$ cat config.mk
export PLATFORM = sky130hd
export DESIGN_NAME = lidar_pulse_start_detect_unit
export DESIGN_NICKNAME = d
export VERILOG_FILES = /design/src/hdl/lpsd_pkg.sv /design/src/hdl/lpsd_front.sv /design/src/hdl/lpsd_queue.sv /design/src/hdl/lpsd_back.sv /design/src/hdl/lidar_pulse_start_detect_unit.sv
export VERILOG_INCLUDE_DIRS = /design/src /design/src/hdl
export SDC_FILE = /design/constraint.sdc
export NUM_CORES = 1
export LEC_CHECK = 0
export BUFFER_PORTS_ARGS = -buffer_cell sky130_fd_sc_hd__buf_2
export CAP_MARGIN = 20
export CORE_MARGIN = 4
export CORE_UTILIZATION = 65
export CTS_CLUSTER_SIZE = 28
export DETAILED_ROUTE_END_ITERATION = 10
export PLACE_DENSITY = 0.89
export SLEW_MARGIN = 5
export SYNTH_ARGS = -nofsm -noshare
export SYNTH_HDL_FRONTEND = slang
export SYNTH_SLANG_ARGS = --single-unit
$ cat constraint.sdc
create_clock -name clk -period 12.37 [get_ports clk]
set_input_delay 3.0925 -clock clk [delete_from_list [all_inputs] [get_ports clk]]
set_output_delay 3.0925 -clock clk [all_outputs]
set_load 0.03 [all_outputs]
$ cat src/hdl/lidar_pulse_start_detect_unit_assert.svh
// ----------------------------------------------------------------------------
// Assertion macros for the lidar pulse start detector
// Shared concurrent assertion forms, clocked on clk and disabled in reset.
// ----------------------------------------------------------------------------
`ifndef LIDAR_PULSE_START_DETECT_UNIT_ASSERT_SVH
`define LIDAR_PULSE_START_DETECT_UNIT_ASSERT_SVH

// A condition that must hold in the same cycle as its antecedent.
`define LPSD_ASSERT_SAME(name, ante, cons, msg) \
    name: assert property (@(posedge clk) disable iff (!rst_n) (ante) |-> (cons)) \
        else $error(msg);

// A condition that must hold in the cycle after its antecedent.
`define LPSD_ASSERT_NEXT(name, ante, cons, msg) \
    name: assert property (@(posedge clk) disable iff (!rst_n) (ante) |=> (cons)) \
        else $error(msg);

`endif

$ cat src/hdl/lpsd_pkg.sv
// ----------------------------------------------------------------------------
// Lidar pulse start detector package
// Register map, reset values and the classified-sample record.
// ----------------------------------------------------------------------------
`default_nettype none

package lpsd_pkg;

    localparam int SAMPLE_W   = 8;
    localparam int BIN_OUT_W  = 13;
    localparam int START_W    = 12;
    localparam int END_W      = 13;
    localparam int BINS_W     = 8;
    localparam int ADDR_W     = 5;
    localparam int DATA_W     = 32;
    localparam int QUEUE_DEPTH = 4;

    localparam logic [START_W-1:0]         RST_WINDOW_START = 12'd7;
    localparam logic [END_W-1:0]           RST_WINDOW_END   = 13'd200;
    localparam logic signed [SAMPLE_W-1:0] RST_NOISE_THR    = -8'sd110;
    localparam logic signed [SAMPLE_W-1:0] RST_SAT_THR      = 8'sd127;
    localparam logic [BINS_W-1:0]          RST_LOOKBACK     = 8'd50;
    localparam logic [BINS_W-1:0]          RST_LOOKAHEAD    = 8'd7;

    localparam logic signed [SAMPLE_W-1:0]  PEAK_FLOOR = -8'sd125;
    localparam logic signed [BIN_OUT_W-1:0] NO_PEAK    = -13'sd1;

    typedef enum logic [2:0] {
        REG_WINDOW_START = 3'd0,
        REG_WINDOW_END   = 3'd1,
        REG_NOISE_THR    = 3'd2,
        REG_SAT_THR      = 3'd3,
        REG_LOOKBACK     = 3'd4,
        REG_LOOKAHEAD    = 3'd5
    } reg_idx_t;

    // One sample after classification by the front end.
    typedef struct packed {
        logic signed [SAMPLE_W-1:0] sample;
        logic                       last;
        logic [BIN_OUT_W-1:0]       bin;
        logic                       in_window;
        logic                       above_noise;
        logic                       sat_hit;
    } class_item_t;

endpackage

`default_nettype wire

$ cat src/hdl/lpsd_front.sv
// ----------------------------------------------------------------------------
// Front end of the lidar pulse start detector
// Holds the configuration registers, counts bins and classifies each sample.
// ----------------------------------------------------------------------------
`default_nettype none

module lpsd_front #(
    parameter int MAX_BINS = 4096
) (
    input  wire logic                           clk,
    input  wire logic                           rst_n,
    // Configuration port
    input  wire logic                           psel,
    input  wire logic                           penable,
    input  wire logic                           pwrite,
    input  wire logic [lpsd_pkg::ADDR_W-1:0]    paddr,
    input  wire logic [lpsd_pkg::DATA_W-1:0]    pwdata,
    output logic      [lpsd_pkg::DATA_W-1:0]    prdata,
    output logic                                pready,
    // Sample stream
    input  wire logic                           in_valid,
    output logic                                in_ready,
    input  wire logic [lpsd_pkg::SAMPLE_W-1:0]  in_sample,
    input  wire logic                           in_last,
    // Towards the queue
    output logic                                push,
    output lpsd_pkg::class_item_t               push_item,
    input  wire logic                           queue_full
);
    import lpsd_pkg::*;

    localparam int CNT_W = $clog2(MAX_BINS + 1);
    localparam int CMP_W = (CNT_W > END_W) ? CNT_W : END_W;

    logic [START_W-1:0]         window_start_reg;
    logic [END_W-1:0]           window_end_reg;
    logic signed [SAMPLE_W-1:0] noise_thr_reg;
    logic signed [SAMPLE_W-1:0] sat_thr_reg;
    logic [BINS_W-1:0]          lookback_reg;
    logic [BINS_W-1:0]          lookahead_reg;

    logic [CNT_W-1:0] bin_reg;
    logic [CNT_W-1:0] bin_next;

    logic                       cfg_write;
    logic                       accept;
    logic                       counting;
    logic [START_W-1:0]         win_begin;
    logic [END_W-1:0]           ahead_sum;
    logic [END_W-1:0]           win_stop;
    logic [CMP_W-1:0]           bin_x;
    logic signed [SAMPLE_W-1:0] smp;

    assign pready    = 1'b1;
    assign cfg_write = psel && penable && pwrite && pready;

    always_ff @(posedge clk or negedge rst_n)
    begin
        if (!rst_n)
        begin
            window_start_reg <= RST_WINDOW_START;
            window_end_reg   <= RST_WINDOW_END;
            noise_thr_reg    <= RST_NOISE_THR;
            sat_thr_reg      <= RST_SAT_THR;
            lookback_reg     <= RST_LOOKBACK;
            lookahead_reg    <= RST_LOOKAHEAD;
        end
        else if (cfg_write)
        begin
            case (reg_idx_t'(paddr[4:2]))
                REG_WINDOW_START: window_start_reg <= pwdata[START_W-1:0];
                REG_WINDOW_END:   window_end_reg   <= pwdata[END_W-1:0];
                REG_NOISE_THR:    noise_thr_reg    <= pwdata[SAMPLE_W-1:0];
                REG_SAT_THR:      sat_thr_reg      <= pwdata[SAMPLE_W-1:0];
                REG_LOOKBACK:     lookback_reg     <= pwdata[BINS_W-1:0];
                REG_LOOKAHEAD:    lookahead_reg    <= pwdata[BINS_W-1:0];
                default:          ;
            endcase
        end
    end

    always_comb
    begin
        case (reg_idx_t'(paddr[4:2]))
            REG_WINDOW_START: prdata = DATA_W'(window_start_reg);
            REG_WINDOW_END:   prdata = DATA_W'(window_end_reg);
            REG_NOISE_THR:    prdata = DATA_W'($unsigned(noise_thr_reg));
            REG_SAT_THR:      prdata = DATA_W'($unsigned(sat_thr_reg));
            REG_LOOKBACK:     prdata = DATA_W'(lookback_reg);
            REG_LOOKAHEAD:    prdata = DATA_W'(lookahead_reg);
            default:          prdata = '0;
        endcase
    end

    assign in_ready = !queue_full;
    assign accept   = in_valid && in_ready;
    assign smp      = $signed(in_sample);

    // The counter stops at MAX_BINS; a sample counted there joins neither scan.
    assign counting  = (bin_reg < CNT_W'(MAX_BINS));
    assign bin_x     = CMP_W'(bin_reg);
    assign win_begin = (window_start_reg > START_W'(lookback_reg))
                     ? window_start_reg - START_W'(lookback_reg) : '0;
    assign ahead_sum = END_W'(window_start_reg) + END_W'(lookahead_reg);
    assign win_stop  = (ahead_sum > window_end_reg) ? window_end_reg : ahead_sum;

    always_comb
    begin
        push_item.sample      = smp;
        push_item.last        = in_last;
        push_item.bin         = BIN_OUT_W'(bin_reg);
        push_item.in_window   = counting && (bin_x >= CMP_W'(win_begin))
                              && (bin_x < CMP_W'(win_stop));
        push_item.above_noise = (smp > noise_thr_reg);
        push_item.sat_hit     = counting && (bin_x >= CMP_W'(window_start_reg))
                              && (bin_x < CMP_W'(window_end_reg))
                              && (smp >= sat_thr_reg);
    end

    assign push = accept;

    always_comb
    begin
        bin_next = bin_reg;
        if (accept)
        begin
            if (in_last)
            begin
                bin_next = '0;
            end
            else if (counting)
            begin
                bin_next = bin_reg + 1'b1;
            end
        end
    end

    always_ff @(posedge clk or negedge rst_n)
    begin
        if (!rst_n)
        begin
            bin_reg <= '0;
        end
        else
        begin
            bin_reg <= bin_next;
        end
    end

endmodule

`default_nettype wire

$ cat src/hdl/lpsd_queue.sv
// ----------------------------------------------------------------------------
// Classified-sample queue
// Short first-in first-out buffer between the front and back ends.
// ----------------------------------------------------------------------------
`default_nettype none

module lpsd_queue (
    input  wire logic                   clk,
    input  wire logic                   rst_n,
    input  wire logic                   push,
    input  wire lpsd_pkg::class_item_t  push_item,
    output logic                        full,
    input  wire logic                   pop,
    output lpsd_pkg::class_item_t       head_item,
    output logic                        head_valid
);
    import lpsd_pkg::*;

    localparam int PTR_W = $clog2(QUEUE_DEPTH);
    localparam int CNT_W = $clog2(QUEUE_DEPTH + 1);

    class_item_t      entry_reg [QUEUE_DEPTH];
    logic [PTR_W-1:0] wr_ptr_reg;
    logic [PTR_W-1:0] rd_ptr_reg;
    logic [CNT_W-1:0] count_reg;
    logic [CNT_W-1:0] count_next;
    logic             do_push;
    logic             do_pop;

    assign full       = (count_reg == CNT_W'(QUEUE_DEPTH));
    assign head_valid = (count_reg != '0);
    assign head_item  = entry_reg[rd_ptr_reg];
    assign do_push    = push && !full;
    assign do_pop     = pop && head_valid;

    always_comb
    begin
        count_next = count_reg;
        if (do_push && !do_pop)
        begin
            count_next = count_reg + 1'b1;
        end
        else if (do_pop && !do_push)
        begin
            count_next = count_reg - 1'b1;
        end
    end

    always_ff @(posedge clk or negedge rst_n)
    begin
        if (!rst_n)
        begin
            wr_ptr_reg <= '0;
            rd_ptr_reg <= '0;
            count_reg  <= '0;
        end
        else
        begin
            count_reg <= count_next;
            if (do_push)
            begin
                wr_ptr_reg <= wr_ptr_reg + 1'b1;
            end
            if (do_pop)
            begin
                rd_ptr_reg <= rd_ptr_reg + 1'b1;
            end
        end
    end

    always_ff @(posedge clk)
    begin
        if (do_push)
        begin
            entry_reg[wr_ptr_reg] <= push_item;
        end
    end

endmodule

`default_nettype wire

$ cat src/hdl/lpsd_back.sv
// ----------------------------------------------------------------------------
// Back end of the lidar pulse start detector
// Tracks the peak and saturation flag per waveform and holds the result.
// ----------------------------------------------------------------------------
`default_nettype none

module lpsd_back (
    input  wire logic                            clk,
    input  wire logic                            rst_n,
    input  wire lpsd_pkg::class_item_t           head_item,
    input  wire logic                            head_valid,
    output logic                                 pop,
    output logic                                 out_valid,
    input  wire logic                            out_ready,
    output logic [lpsd_pkg::BIN_OUT_W-1:0]       out_pulse_bin,
    output logic                                 out_pulse_found,
    output logic                                 out_saturated
);
    import lpsd_pkg::*;

    logic signed [SAMPLE_W-1:0] peak_value_reg;
    logic signed [SAMPLE_W-1:0] peak_value_next;
    logic [BIN_OUT_W-1:0]       peak_bin_reg;
    logic [BIN_OUT_W-1:0]       peak_bin_next;
    logic                       found_reg;
    logic                       found_next;
    logic                       stopped_reg;
    logic                       stopped_next;
    logic                       sat_reg;
    logic                       sat_next;

    logic                       out_valid_reg;
    logic [BIN_OUT_W-1:0]       out_bin_reg;
    logic                       out_found_reg;
    logic                       out_sat_reg;

    logic                       load_result;
    logic                       take_peak;

    // A last sample may only leave the queue when the result register is empty or is taken in the same cycle.
    assign pop = head_valid && (!head_item.last || !out_valid_reg || out_ready);
    assign load_result = pop && head_item.last;

    assign take_peak = !stopped_reg && head_item.in_window && head_item.above_noise
                     && (head_item.sample > peak_value_reg);

    always_comb
    begin
        peak_value_next = peak_value_reg;
        peak_bin_next   = peak_bin_reg;
        found_next      = found_reg;
        stopped_next    = stopped_reg;
        sat_next        = sat_reg || head_item.sat_hit;
        if (take_peak)
        begin
            peak_value_next = head_item.sample;
            peak_bin_next   = head_item.bin;
            found_next      = 1'b1;
        end
        // Once a peak exists, the first window sample not above noise ends the search.
        if (!stopped_reg && head_item.in_window && found_reg && !head_item.above_noise)
        begin
            stopped_next = 1'b1;
        end
    end

    always_ff @(posedge clk or negedge rst_n)
    begin
        if (!rst_n)
        begin
            peak_value_reg <= PEAK_FLOOR;
            peak_bin_reg   <= NO_PEAK;
            found_reg      <= 1'b0;
            stopped_reg    <= 1'b0;
            sat_reg        <= 1'b0;
        end
        else if (pop)
        begin
            if (head_item.last)
            begin
                peak_value_reg <= PEAK_FLOOR;
                peak_bin_reg   <= NO_PEAK;
                found_reg      <= 1'b0;
                stopped_reg    <= 1'b0;
                sat_reg        <= 1'b0;
            end
            else
            begin
                peak_value_reg <= peak_value_next;
                peak_bin_reg   <= peak_bin_next;
                found_reg      <= found_next;
                stopped_reg    <= stopped_next;
                sat_reg        <= sat_next;
            end
        end
    end

    always_ff @(posedge clk or negedge rst_n)
    begin
        if (!rst_n)
        begin
            out_valid_reg <= 1'b0;
        end
        else if (load_result)
        begin
            out_valid_reg <= 1'b1;
        end
        else if (out_ready)
        begin
            out_valid_reg <= 1'b0;
        end
    end

    always_ff @(posedge clk)
    begin
        if (load_result)
        begin
            out_bin_reg   <= peak_bin_next;
            out_found_reg <= found_next;
            out_sat_reg   <= sat_next;
        end
    end

    assign out_valid       = out_valid_reg;
    assign out_pulse_bin   = out_bin_reg;
    assign out_pulse_found = out_found_reg;
    assign out_saturated   = out_sat_reg;

`include "lidar_pulse_start_detect_unit_assert.svh"

    `LPSD_ASSERT_SAME(a_no_overwrite, out_valid_reg && !out_ready, !load_result, "result overwritten before transaction")
    `LPSD_ASSERT_NEXT(a_clear_after_last, load_result, !found_reg && !stopped_reg && !sat_reg, "waveform state not cleared")
    `LPSD_ASSERT_SAME(a_stop_needs_peak, stopped_reg, found_reg && (peak_value_reg > PEAK_FLOOR), "search stopped without a peak")
    `LPSD_ASSERT_SAME(a_found_bin, !found_reg, peak_bin_reg == NO_PEAK, "peak bin set without a peak")

endmodule

`default_nettype wire

$ cat src/hdl/lidar_pulse_start_detect_unit.sv
// ----------------------------------------------------------------------------
// Lidar pulse start detector
// Finds the outgoing pulse peak and saturation in each lidar waveform.
// ----------------------------------------------------------------------------
// Channel   Direction  Contents
// s_axis    in         tdata = sample, tlast = last_sample
// m_axis    out        tdata = pulse_bin, pulse_found, saturated
// apb       in/out     six configuration registers at 0x00 .. 0x14
//
// One sample is taken every cycle while the four-entry queue has room.
// A sample is written to a queue entry before the back end sees it; a result
// appears in the cycle after its last sample leaves the queue.
// Reset clears the bin counter, queue, peak state and the result valid flag.
// A stalled result holds back only last samples; others keep draining.
// ----------------------------------------------------------------------------
`default_nettype none

module lidar_pulse_start_detect_unit #(
    parameter int MAX_BINS = 4096
) (
    input  wire logic        clk,
    input  wire logic        rst_n,
    input  wire logic        psel,
    input  wire logic        penable,
    input  wire logic        pwrite,
    input  wire logic [4:0]  paddr,
    input  wire logic [31:0] pwdata,
    output logic      [31:0] prdata,
    output logic             pready,
    input  wire logic        s_tvalid,
    output logic             s_tready,
    input  wire logic [7:0]  s_tdata,   // [7:0] sample
    input  wire logic        s_tlast,   // last_sample
    output logic             m_tvalid,
    input  wire logic        m_tready,
    output logic [15:0]      m_tdata    // [12:0] pulse_bin, [13] pulse_found,
                                        // [14] saturated, [15] zero
);
    import lpsd_pkg::*;

    logic                 push;
    class_item_t          push_item;
    logic                 queue_full;
    logic                 pop;
    class_item_t          head_item;
    logic                 head_valid;
    logic [BIN_OUT_W-1:0] pulse_bin;
    logic                 pulse_found;
    logic                 saturated;

    lpsd_front #(
        .MAX_BINS (MAX_BINS)
    ) u_front (
        .clk        (clk),
        .rst_n      (rst_n),
        .psel       (psel),
        .penable    (penable),
        .pwrite     (pwrite),
        .paddr      (paddr),
        .pwdata     (pwdata),
        .prdata     (prdata),
        .pready     (pready),
        .in_valid   (s_tvalid),
        .in_ready   (s_tready),
        .in_sample  (s_tdata),
        .in_last    (s_tlast),
        .push       (push),
        .push_item  (push_item),
        .queue_full (queue_full)
    );

    lpsd_queue u_queue (
        .clk        (clk),
        .rst_n      (rst_n),
        .push       (push),
        .push_item  (push_item),
        .full       (queue_full),
        .pop        (pop),
        .head_item  (head_item),
        .head_valid (head_valid)
    );

    lpsd_back u_back (
        .clk             (clk),
        .rst_n           (rst_n),
        .head_item       (head_item),
        .head_valid      (head_valid),
        .pop             (pop),
        .out_valid       (m_tvalid),
        .out_ready       (m_tready),
        .out_pulse_bin   (pulse_bin),
        .out_pulse_found (pulse_found),
        .out_saturated   (saturated)
    );

    assign m_tdata = {1'b0, saturated, pulse_found, pulse_bin};

endmodule

`default_nettype wire
==> results of run 1 <==
==> synth_stat cells (all sizes together), types with 2 or more instances <==
master / number
a22oi: 9
a21o: 14
nand2b: 11
mux2i: 21
nor4: 4
and4: 3
buf: 31
o22ai: 10
o21ai: 87
fa: 3
clkbuf: 25
o22a: 15
conb: 2
edfxtp: 115
or2: 2
a311oi: 2
xor2: 9
nand4: 15
dfrtp: 64
a21oi: 56
nand3: 13
nor2: 41
ha: 107
nor3b: 2
xnor2: 15
inv: 77
o211ai: 3
o21a: 7
and3: 7
a21boi: 2
a211oi: 5
dfstp: 38
a211o: 4
mux4: 29
nand2: 100
o31ai: 2
a31oi: 2
nor2b: 13
mux2: 27
nor3: 18
==> worst reg2reg max path: stages, from the launching register on <==
cell	delay (ns)
sky130_fd_sc_hd__dfstp_2	0.58
sky130_fd_sc_hd__ha_1	0.18
sky130_fd_sc_hd__inv_1	0.05
sky130_fd_sc_hd__fa_1	0.40
sky130_fd_sc_hd__nor2b_1	0.16
sky130_fd_sc_hd__o31a_1	0.19
sky130_fd_sc_hd__o31ai_1	0.10
sky130_fd_sc_hd__a21oi_1	0.28
sky130_fd_sc_hd__nand3_1	0.14
sky130_fd_sc_hd__xnor2_1	0.16
sky130_fd_sc_hd__ha_1	0.30
sky130_fd_sc_hd__nand2_1	0.09
sky130_fd_sc_hd__nor4_2	0.43
sky130_fd_sc_hd__a221o_1	0.28
sky130_fd_sc_hd__a21boi_4	0.50
sky130_fd_sc_hd__mux2i_1	0.27
sky130_fd_sc_hd__ha_1	0.27
sky130_fd_sc_hd__a21o_1	0.17
sky130_fd_sc_hd__a21o_1	0.17
sky130_fd_sc_hd__a21oi_1	0.25
sky130_fd_sc_hd__or4b_1	0.46
sky130_fd_sc_hd__a311oi_1	0.50
==> layer usage <==
layer,up-vias,track usage
met4,0,0.0927
met2,323,0.470
met3,75,0.0303
met1,4022,0.347
li1,3816,-
met5,-,0
==> cells by family (layout without fill, tap and decap cells) <==
family,Yosys count,count (layout),share of synthesized area
AND/OR/NAND/NOR,233,233,0.0915
AO/OA/AOI/OAI,225,225,0.116
flip-flops,217,217,0.509
buffers and inverters,134,190,0.0502
adder cells (fa/ha/maj),110,110,0.118
multiplexers,77,77,0.0981
XOR/XNOR,24,24,0.0177
other,2,21,0.000631
==> cell usage in the layout (no fill, tap or decap), drive strengths merged, types with 18 or more instances in the layout <==
cell,count
dfrtp,64
mux4,29
nor2,41
inv,77
clkbuf,28
ha,107
buf,72
mux2,27
dfstp,38
nand2,100
a21oi,56
mux2i,21
conb,21
nor3,18
o21ai,87
edfxtp,115
==> worst paths after layout <==
path	from	endpoint	depth (start not counted)
worst max-delay path	paddr[2]	prdata[6]	5
worst min-delay path	u_back.sat_reg	u_back.sat_reg	2
worst max register to register	u_front.window_start_reg[0]	u_queue.entry_reg[0][2]	21
worst min register to register	u_back.sat_reg	u_back.sat_reg	2
max in group asynchronous	rst_n	u_front.window_end_reg[11]	2
min in group asynchronous	rst_n	u_queue.count_reg[2]	1
==> stage by stage <==
stage	area, um2	utilization	setup WS (ns)
2_1_floorplan	12000	-	4.62
3_3_place_gp	12400	0.688	4.67
3_5_place_dp	12400	0.688	4.64
4_1_cts	13100	0.727	4.64
5_1_grt	13100	0.727	4.56
6_report	13100	0.727	4.62
==> power by group through the flow <==
| stage | combinational (mW) | clock, mW | sequential (mW) |
|---|---|---|---|
| floorplan | 0.872 | 0 | 1.10 |
| global placement | 1.12 | 0 | 1.08 |
| detailed placement | 1.18 | 0 | 1.10 |
| CTS | 1.20 | 0.657 | 1.09 |
| global route | 1.33 | 0.689 | 1.10 |
| finish | 1.20 | 0.651 | 1.09 |
==> final cells by class <==
class                      instances  share of cell area
tap                              229              0.0219
inverter                          78              0.0224
clock inverter                    12             0.00920
sequential                       217               0.464
multi-input combinational        690               0.408
clock buffer                      28              0.0447
timing repair buffer              72              0.0299
==> flow_summary.rst, run 1 <==
.. list-table::
   :header-rows: 1

   * - Metric
     - Value
   * - Root buf cell
     - sky130_fd_sc_hd__clkbuf_16
   * - Logic pwr share
     - 0.408
   * - WL per Instance
     - 20.3 um
   * - Number of enable-type register cells in the synthesized netlist
     - 115
   * - Yosys top cell by area
     - sky130_fd_sc_hd__edfxtp_1
   * - Kind of end point of the critical path
     - output port
   * - Max-cap check violation count
     - 0
   * - Number of nets still failing antenna checks after routing
     - 0
   * - Number of global-route vias before repair
     - 8478
   * - Number of setup buffers added after CTS
     - 0
   * - VDD IR max
     - 222 uV
   * - Num ports
     - 104
   * - Post-route insts no fill
     - 1326
   * - Fin Setup TNS
     - 0 ns
   * - Post-route clock period utilization
     - 0.626
   * - Area of the mapped netlist
     - 0.0119 mm2
   * - Power share of the clock group
     - 0.221
   * - Library cells used by synthesis
     - 61
   * - Fin Hold WS
     - 0.503 ns
   * - Critical-path cell list
     - buf_2 > mux4_2 > inv_1 > o22ai_1 > buf_2
   * - Max incr delay on CP
     - 0.62 ns
   * - Gates resized, CTS repair
     - 0
   * - Initial detailed-routing violation count
     - 592
   * - Startpoint type of the worst setup path
     - input pin
   * - TritonCTS clock tree
     - done
   * - Met2 Wirelength
     - 13.7 mm
   * - Multi-input logic area
     - 0.00533 mm2
   * - Kind of path behind the tightest hold check
     - flop to flop
   * - Layout net count
     - 1244
   * - CP arrival
     - 4.66 ns
   * - Cell internal pwr
     - 1.85 mW
   * - Synth Instances
     - 1022
   * - Share of layout cells above drive strength 1
     - 0.182
   * - Antenna violations before repair
     - 0
   * - Horiz. Die Dim
     - 143 um
   * - Time the final worst path needs with I/O delays and setup
     - 7.75 ns
   * - Fraction of the yosys area taken by sequential cells
     - 0.509
   * - Overall power
     - 2.94 mW
   * - Count of buffering cells on the critical path with inverters included
     - 3
   * - Switching power
     - 1.09 mW
   * - Fill count
     - 1165
   * - Cell with the largest stage delay on the worst path
     - sky130_fd_sc_hd__mux4_2
   * - Cell total after placement
     - 1286
   * - Average cell area after synthesis
     - 11.6 um2
   * - Wire length of the first global-routing pass
     - 43.2 mm
   * - Clock edge transition at the registers on the reported setup and hold paths
     - 0.06 ns
   * - Clock sink count
     - 217
   * - Final count of hold timing violations
     - 0
   * - Detail Placement HPWL
     - 19.3 mm
   * - Share of synthesized registers carrying an async set or reset
     - 0.470
   * - Initial Util
     - 0.662
   * - Flip-flop count of the largest register, all copies and words added
     - 100
   * - DRC errors left
     - 0
   * - Quantity of I/O buffers inserted on ports
     - 61
   * - Via density per instance
     - 6.21
   * - Dominant cells by area after synthesis
     - sky130_fd_sc_hd__edfxtp_1, sky130_fd_sc_hd__dfrtp_1, sky130_fd_sc_hd__ha_1
   * - Ys flop type
     - sky130_fd_sc_hd__edfxtp_1
   * - Area growth from synthesis to layout
     - 9.74%
   * - Fmax achieved
     - 129 MHz
   * - Share of total power consumed by net switching
     - 0.372
   * - # H-tree levels
     - 1
   * - Slew headroom
     - 0.359
   * - Num CTS Buffers
     - 22
   * - Category of the critical setup timing path
     - input pin to output port
   * - Global-route total usage across every layer
     - 0.267
   * - Proportion of power drawn by flip-flops and latches
     - 0.370
   * - Outcome
     - complete, no violations
   * - Most common cell type on the critical path
     - sky130_fd_sc_hd__buf_2
   * - Vias
     - 8236
   * - Congestion Overflow GR
     - 0
   * - Transition time at the pin with the least slew margin
     - 0.954 ns
   * - Top routing layer in use
     - met4
   * - Post-Route WL
     - 27.0 mm
   * - Core region area
     - 0.0180 mm2
   * - Cell leakage power
     - 5.59 nW
   * - Ant diodes
     - 0
   * - Final count of negative-setup-slack endpoints
     - 0
   * - Die Outline Area
     - 0.0205 mm2
   * - Total of hold buffers inserted after clock tree synthesis
     - 0
   * - Number of flip-flops and latches in the synthesized netlist
     - 217
   * - Clk_lat worst skew
     - 0.51 ns
   * - Top-area cell type share of the netlist area
     - 0.290
   * - Met3 wirelength from detailed routing
     - 1.63 mm
   * - DRT Pass-1 Iters
     - 6
   * - Worst R2R Setup Slack
     - 6.15 ns
   * - Kind of cell with the highest combined delay on the critical path
     - buffers and inverters
   * - Routed length on met1
     - 10.7 mm
   * - Final-report max-slew violation count
     - 0
   * - Clock Path Buffers
     - 3
   * - Yosys synthesis warning count
     - 0
   * - Data required time of the worst path
     - 9.28 ns
   * - Chip Height
     - 143 um
   * - Final RePlAce weighted congestion
     - 0.955
   * - Number of rows created at floorplan
     - 49
   * - Setup repair after global routing missed its margin
     - false
   * - Maximum fanout encountered on the critical timing path
     - 31
   * - Maximum number of pins on one net before global-route repair
     - 55
   * - Post-route clock skew
     - 0.00876 ns
   * - Total power density per cell area
     - 225 mW/mm2
   * - Storage element area
     - 0.00605 mm2
No activity file was read; power rests on OpenSTA's default activity.
==> run 2, diff against run 1 <==
--- a/config.mk
+++ b/config.mk
@@ -9,10 +9,10 @@
 export BUFFER_PORTS_ARGS = -buffer_cell sky130_fd_sc_hd__buf_2
 export CAP_MARGIN = 20
 export CORE_MARGIN = 4
-export CORE_UTILIZATION = 65
+export CORE_UTILIZATION = 55
 export CTS_CLUSTER_SIZE = 28
 export DETAILED_ROUTE_END_ITERATION = 10
-export PLACE_DENSITY = 0.89
+export PLACE_DENSITY = 0.8
 export SLEW_MARGIN = 5
 export SYNTH_ARGS = -nofsm -noshare
 export SYNTH_HDL_FRONTEND = slang
==> constraint.sdc (replaced) <==
create_clock -name clk -period 7.1 [get_ports clk]
set_input_delay 1.775 -clock clk [delete_from_list [all_inputs] [get_ports clk]]
set_output_delay 1.775 -clock clk [all_outputs]
set_load 0.03 [all_outputs]
==> flow_summary.rst, run 2 (synthesized netlist as in run 1, its figures left out) <==
.. list-table::
   :header-rows: 1

   * - Metric
     - Value
   * - Finished layout cell area
     - 0.0132 mm2 (+1.2%)
   * - Final cell utilization of the core
     - 0.625 (-0.102)
   * - Quantity of I/O buffers inserted on ports
     - 61 (unchanged)
   * - Horiz. Die Dim
     - 155 um (+8.2%)
   * - Via density per instance
     - 5.94 (-4.3%)
   * - Worst R2R Setup Slack
     - 0.86 ns (-5.29 ns)
   * - Wire length of the first global-routing pass
     - 43.6 mm (+0.91%)
   * - Category of the critical setup timing path
     - flop to flop
   * - Clock Path Buffers
     - 3 (unchanged)
   * - # H-tree levels
     - 1 (unchanged)
   * - Kind of end point of the critical path
     - flop
   * - Post-route insts no fill
     - 1375 (+3.7%)
   * - CP Launch Point
     - u_front.window_start_reg[0]
   * - Pre-CTS WS
     - 0.959 ns (-3.68 ns)
   * - Cell leakage power
     - 5.64 nW (+0.87%)
   * - Detail Placement HPWL
     - 18.7 mm (-2.8%)
   * - Depth of the worst register-to-register path
     - 21 (unchanged)
   * - Transition time at the pin with the least slew margin
     - 1.01 ns (+0.0568 ns)
   * - Placed Instance Area
     - 0.0124 mm2 (+0.47%)
   * - TritonCTS clock tree
     - done
   * - Max-cap check violation count
     - 0 (unchanged)
   * - Critical path destination
     - u_queue.entry_reg[0][2]
   * - Time the final worst path needs with I/O delays and setup
     - 6.24 ns
   * - Kind of cell with the highest combined delay on the critical path
     - compound AO/OA/AOI/OAI gates
   * - Share of layout cells above drive strength 1
     - 0.190 (+0.00768)
   * - Post-route clock skew
     - 0.00673 ns (-0.00203 ns)
   * - Startpoint type of the worst setup path
     - flop
   * - Clock edge transition at the registers on the reported setup and hold paths
     - 0.06 ns (about the same)
   * - Clk_lat worst skew
     - 0.53 ns (+0.02 ns)
   * - DRT Pass-1 Iters
     - 5 (-1)
   * - Antenna violations before repair
     - 0 (unchanged)
   * - Maximum number of pins on one net before global-route repair
     - 77 (+40%)
   * - Initial Util
     - 0.562 (-0.0999)
   * - Data required time of the worst path
     - 7.35 ns (-1.93 ns)
   * - Critical R2R Launch
     - u_front.window_start_reg[0]
   * - Top library cells by usage in the layout, fill and taps aside
     - sky130_fd_sc_hd__edfxtp_1, sky130_fd_sc_hd__ha_1, sky130_fd_sc_hd__nand2_1
   * - Outcome
     - complete, no violations
   * - Setup ws final
     - 0.857 ns (-3.76 ns)
   * - DRC errors left
     - 0 (unchanged)
   * - Total power density per cell area
     - 395 mW/mm2 (+75%)
   * - Max incr delay on CP
     - 0.58 ns (-0.04 ns)
   * - Ant diodes
     - 0 (unchanged)
   * - Reg-to-reg endpoint
     - u_queue.entry_reg[0][2]
   * - Global-route total usage across every layer
     - 0.227 (-0.0401)
   * - Flip-flop count of the largest register, all copies and words added
     - 100 (unchanged)
   * - WL per Instance
     - 19.8 um (-2.7%)
   * - Layout net count
     - 1246 (+0.16%)
   * - VDD IR max
     - 231 uV (+4.0%)
   * - Final count of negative-setup-slack endpoints
     - 0 (unchanged)
   * - Most frequent standard cell in the layout excluding fill and tap cells
     - sky130_fd_sc_hd__edfxtp_1
   * - Kind of path behind the tightest hold check
     - flop to flop
   * - Post-route clock period utilization
     - 0.879
   * - Root buf cell
     - sky130_fd_sc_hd__clkbuf_16
   * - Num CTS Buffers
     - 23 (+4.5%)
   * - Cell total after placement
     - 1332 (+3.6%)
   * - Total of hold buffers inserted after clock tree synthesis
     - 0 (unchanged)
   * - Fin Setup TNS
     - 0 ns (unchanged)
   * - Area growth from synthesis to layout
     - 11.1%
   * - Gates resized, CTS repair
     - 0 (unchanged)
   * - Final-report max-slew violation count
     - 0 (unchanged)
   * - Setup repair after global routing missed its margin
     - false
   * - CP arrival
     - 6.49 ns (+1.83 ns)
   * - Cell with the largest stage delay on the worst path
     - sky130_fd_sc_hd__dfstp_2
   * - Critical path depth in cells
     - 21 (+16)
   * - Num ports
     - 104 (unchanged)
   * - Number of global-route vias before repair
     - 8138 (-4.0%)
   * - Count of buffering cells on the critical path with inverters included
     - 1 (-2)
   * - Initial detailed-routing violation count
     - 531 (-10%)
   * - Fmax achieved
     - 160 MHz
   * - Critical-path cell list
     - ha_1 > inv_1 > fa_1 > nor2b_1 > o31a_1 > o31ai_1 > a21oi_1 > nand3_1 > xnor2_1 > ha_1 > nand2_1 > nor4_2 > a221o_1 > a21boi_4 > mux2i_1 > ha_1 > a21o_1 > a21o_1 > a21oi_1 > or4b_1 > a311oi_1
   * - Number of rows created at floorplan
     - 53 (+8.2%)
   * - Die Outline Area
     - 0.0241 mm2 (+17%)
   * - Final RePlAce weighted congestion
     - 0.913 (-4.4%)
   * - Core region area
     - 0.0212 mm2 (+18%)
   * - Post-Route WL
     - 27.2 mm (+0.88%)
   * - Most common cell type on the critical path
     - sky130_fd_sc_hd__ha_1
   * - Number of nets still failing antenna checks after routing
     - 0 (unchanged)
   * - Number of setup buffers added after CTS
     - 0 (unchanged)
   * - Maximum fanout encountered on the critical timing path
     - 13 (-58%)
   * - Vias
     - 8174 (-0.75%)
   * - Clock sink count
     - 217 (unchanged)
   * - Slew headroom
     - 0.326 (-0.0326)
   * - Final count of hold timing violations
     - 0 (unchanged)
   * - Chip Height
     - 155 um (+8.2%)
   * - Congestion Overflow GR
     - 0 (unchanged)
run 2: worst register-to-register path, cell delays in order, from the launching register on:
cell,delay (ns)
sky130_fd_sc_hd__dfstp_2,0.58
sky130_fd_sc_hd__ha_1,0.17
sky130_fd_sc_hd__inv_1,0.05
sky130_fd_sc_hd__fa_1,0.41
sky130_fd_sc_hd__nor2b_1,0.15
sky130_fd_sc_hd__o31a_1,0.19
sky130_fd_sc_hd__o31ai_1,0.11
sky130_fd_sc_hd__a21oi_1,0.27
sky130_fd_sc_hd__nand3_1,0.14
sky130_fd_sc_hd__xnor2_1,0.16
sky130_fd_sc_hd__ha_1,0.31
sky130_fd_sc_hd__nand2_1,0.09
sky130_fd_sc_hd__nor4_2,0.42
sky130_fd_sc_hd__a221o_1,0.26
sky130_fd_sc_hd__a21boi_4,0.50
sky130_fd_sc_hd__mux2i_1,0.26
sky130_fd_sc_hd__ha_1,0.26
sky130_fd_sc_hd__a21o_1,0.16
sky130_fd_sc_hd__a21o_1,0.19
sky130_fd_sc_hd__a21oi_1,0.25
sky130_fd_sc_hd__or4b_1,0.46
sky130_fd_sc_hd__a311oi_1,0.57
run 2: layout make-up:
| cell class | instances | area (um2) |
|---|---|---|
| fill | 1610 | 7940 |
| tap | 275 | 344 |
| sequential | 217 | 6050 |
| clock buffer | 25 | 593 |
| multi-input combinational | 690 | 5330 |
| clock inverter | 17 | 205 |
| inverter | 78 | 293 |
| timing repair buffer | 73 | 398 |
run 2: through the flow:
step / hold WS [ns] / total power, mW
3_3_place_gp: 0.468 / 3.86
4_1_cts: 0.507 / 5.25
2_1_floorplan: 0.455 / 3.43
5_1_grt: 0.523 / 5.57
6_report: 0.502 / 5.22
3_5_place_dp: 0.478 / 3.95
run 2: worst min path at each step:
stage | start | endpoint | slack, ns | depth (start not counted)
6_report | u_front.sat_thr_reg[5] | u_front.sat_thr_reg[5] | 0.50 | 2
5_1_grt | u_back.peak_bin_reg[4] | u_back.peak_bin_reg[4] | 0.52 | 1
4_1_cts | u_front.sat_thr_reg[5] | u_front.sat_thr_reg[5] | 0.51 | 2
3_5_place_dp | u_back.sat_reg | u_back.sat_reg | 0.48 | 2
3_3_place_gp | u_back.sat_reg | u_back.sat_reg | 0.47 | 2
2_1_floorplan | u_back.sat_reg | u_back.sat_reg | 0.46 | 2
run 2: report_power, final:
part           switching (mW)  total (mW)  internal (mW)  leakage (nW)
logic                    1.23        2.07          0.841          2.98
clock network           0.511        1.27          0.755         0.389
registers               0.179        1.89           1.71          2.28
total                    1.92        5.22           3.30          5.64
run 2: layer usage:
metal | GRT usage | part of all wire | vias up
met3 | 0.0359 | 0.067 | 57
met2 | 0.383 | 0.49 | 286
met5 | 0.00621 | 0 | -
li1 | - | - | 3810
met1 | 0.307 | 0.41 | 4021
met4 | 0.0631 | 0.027 | 0
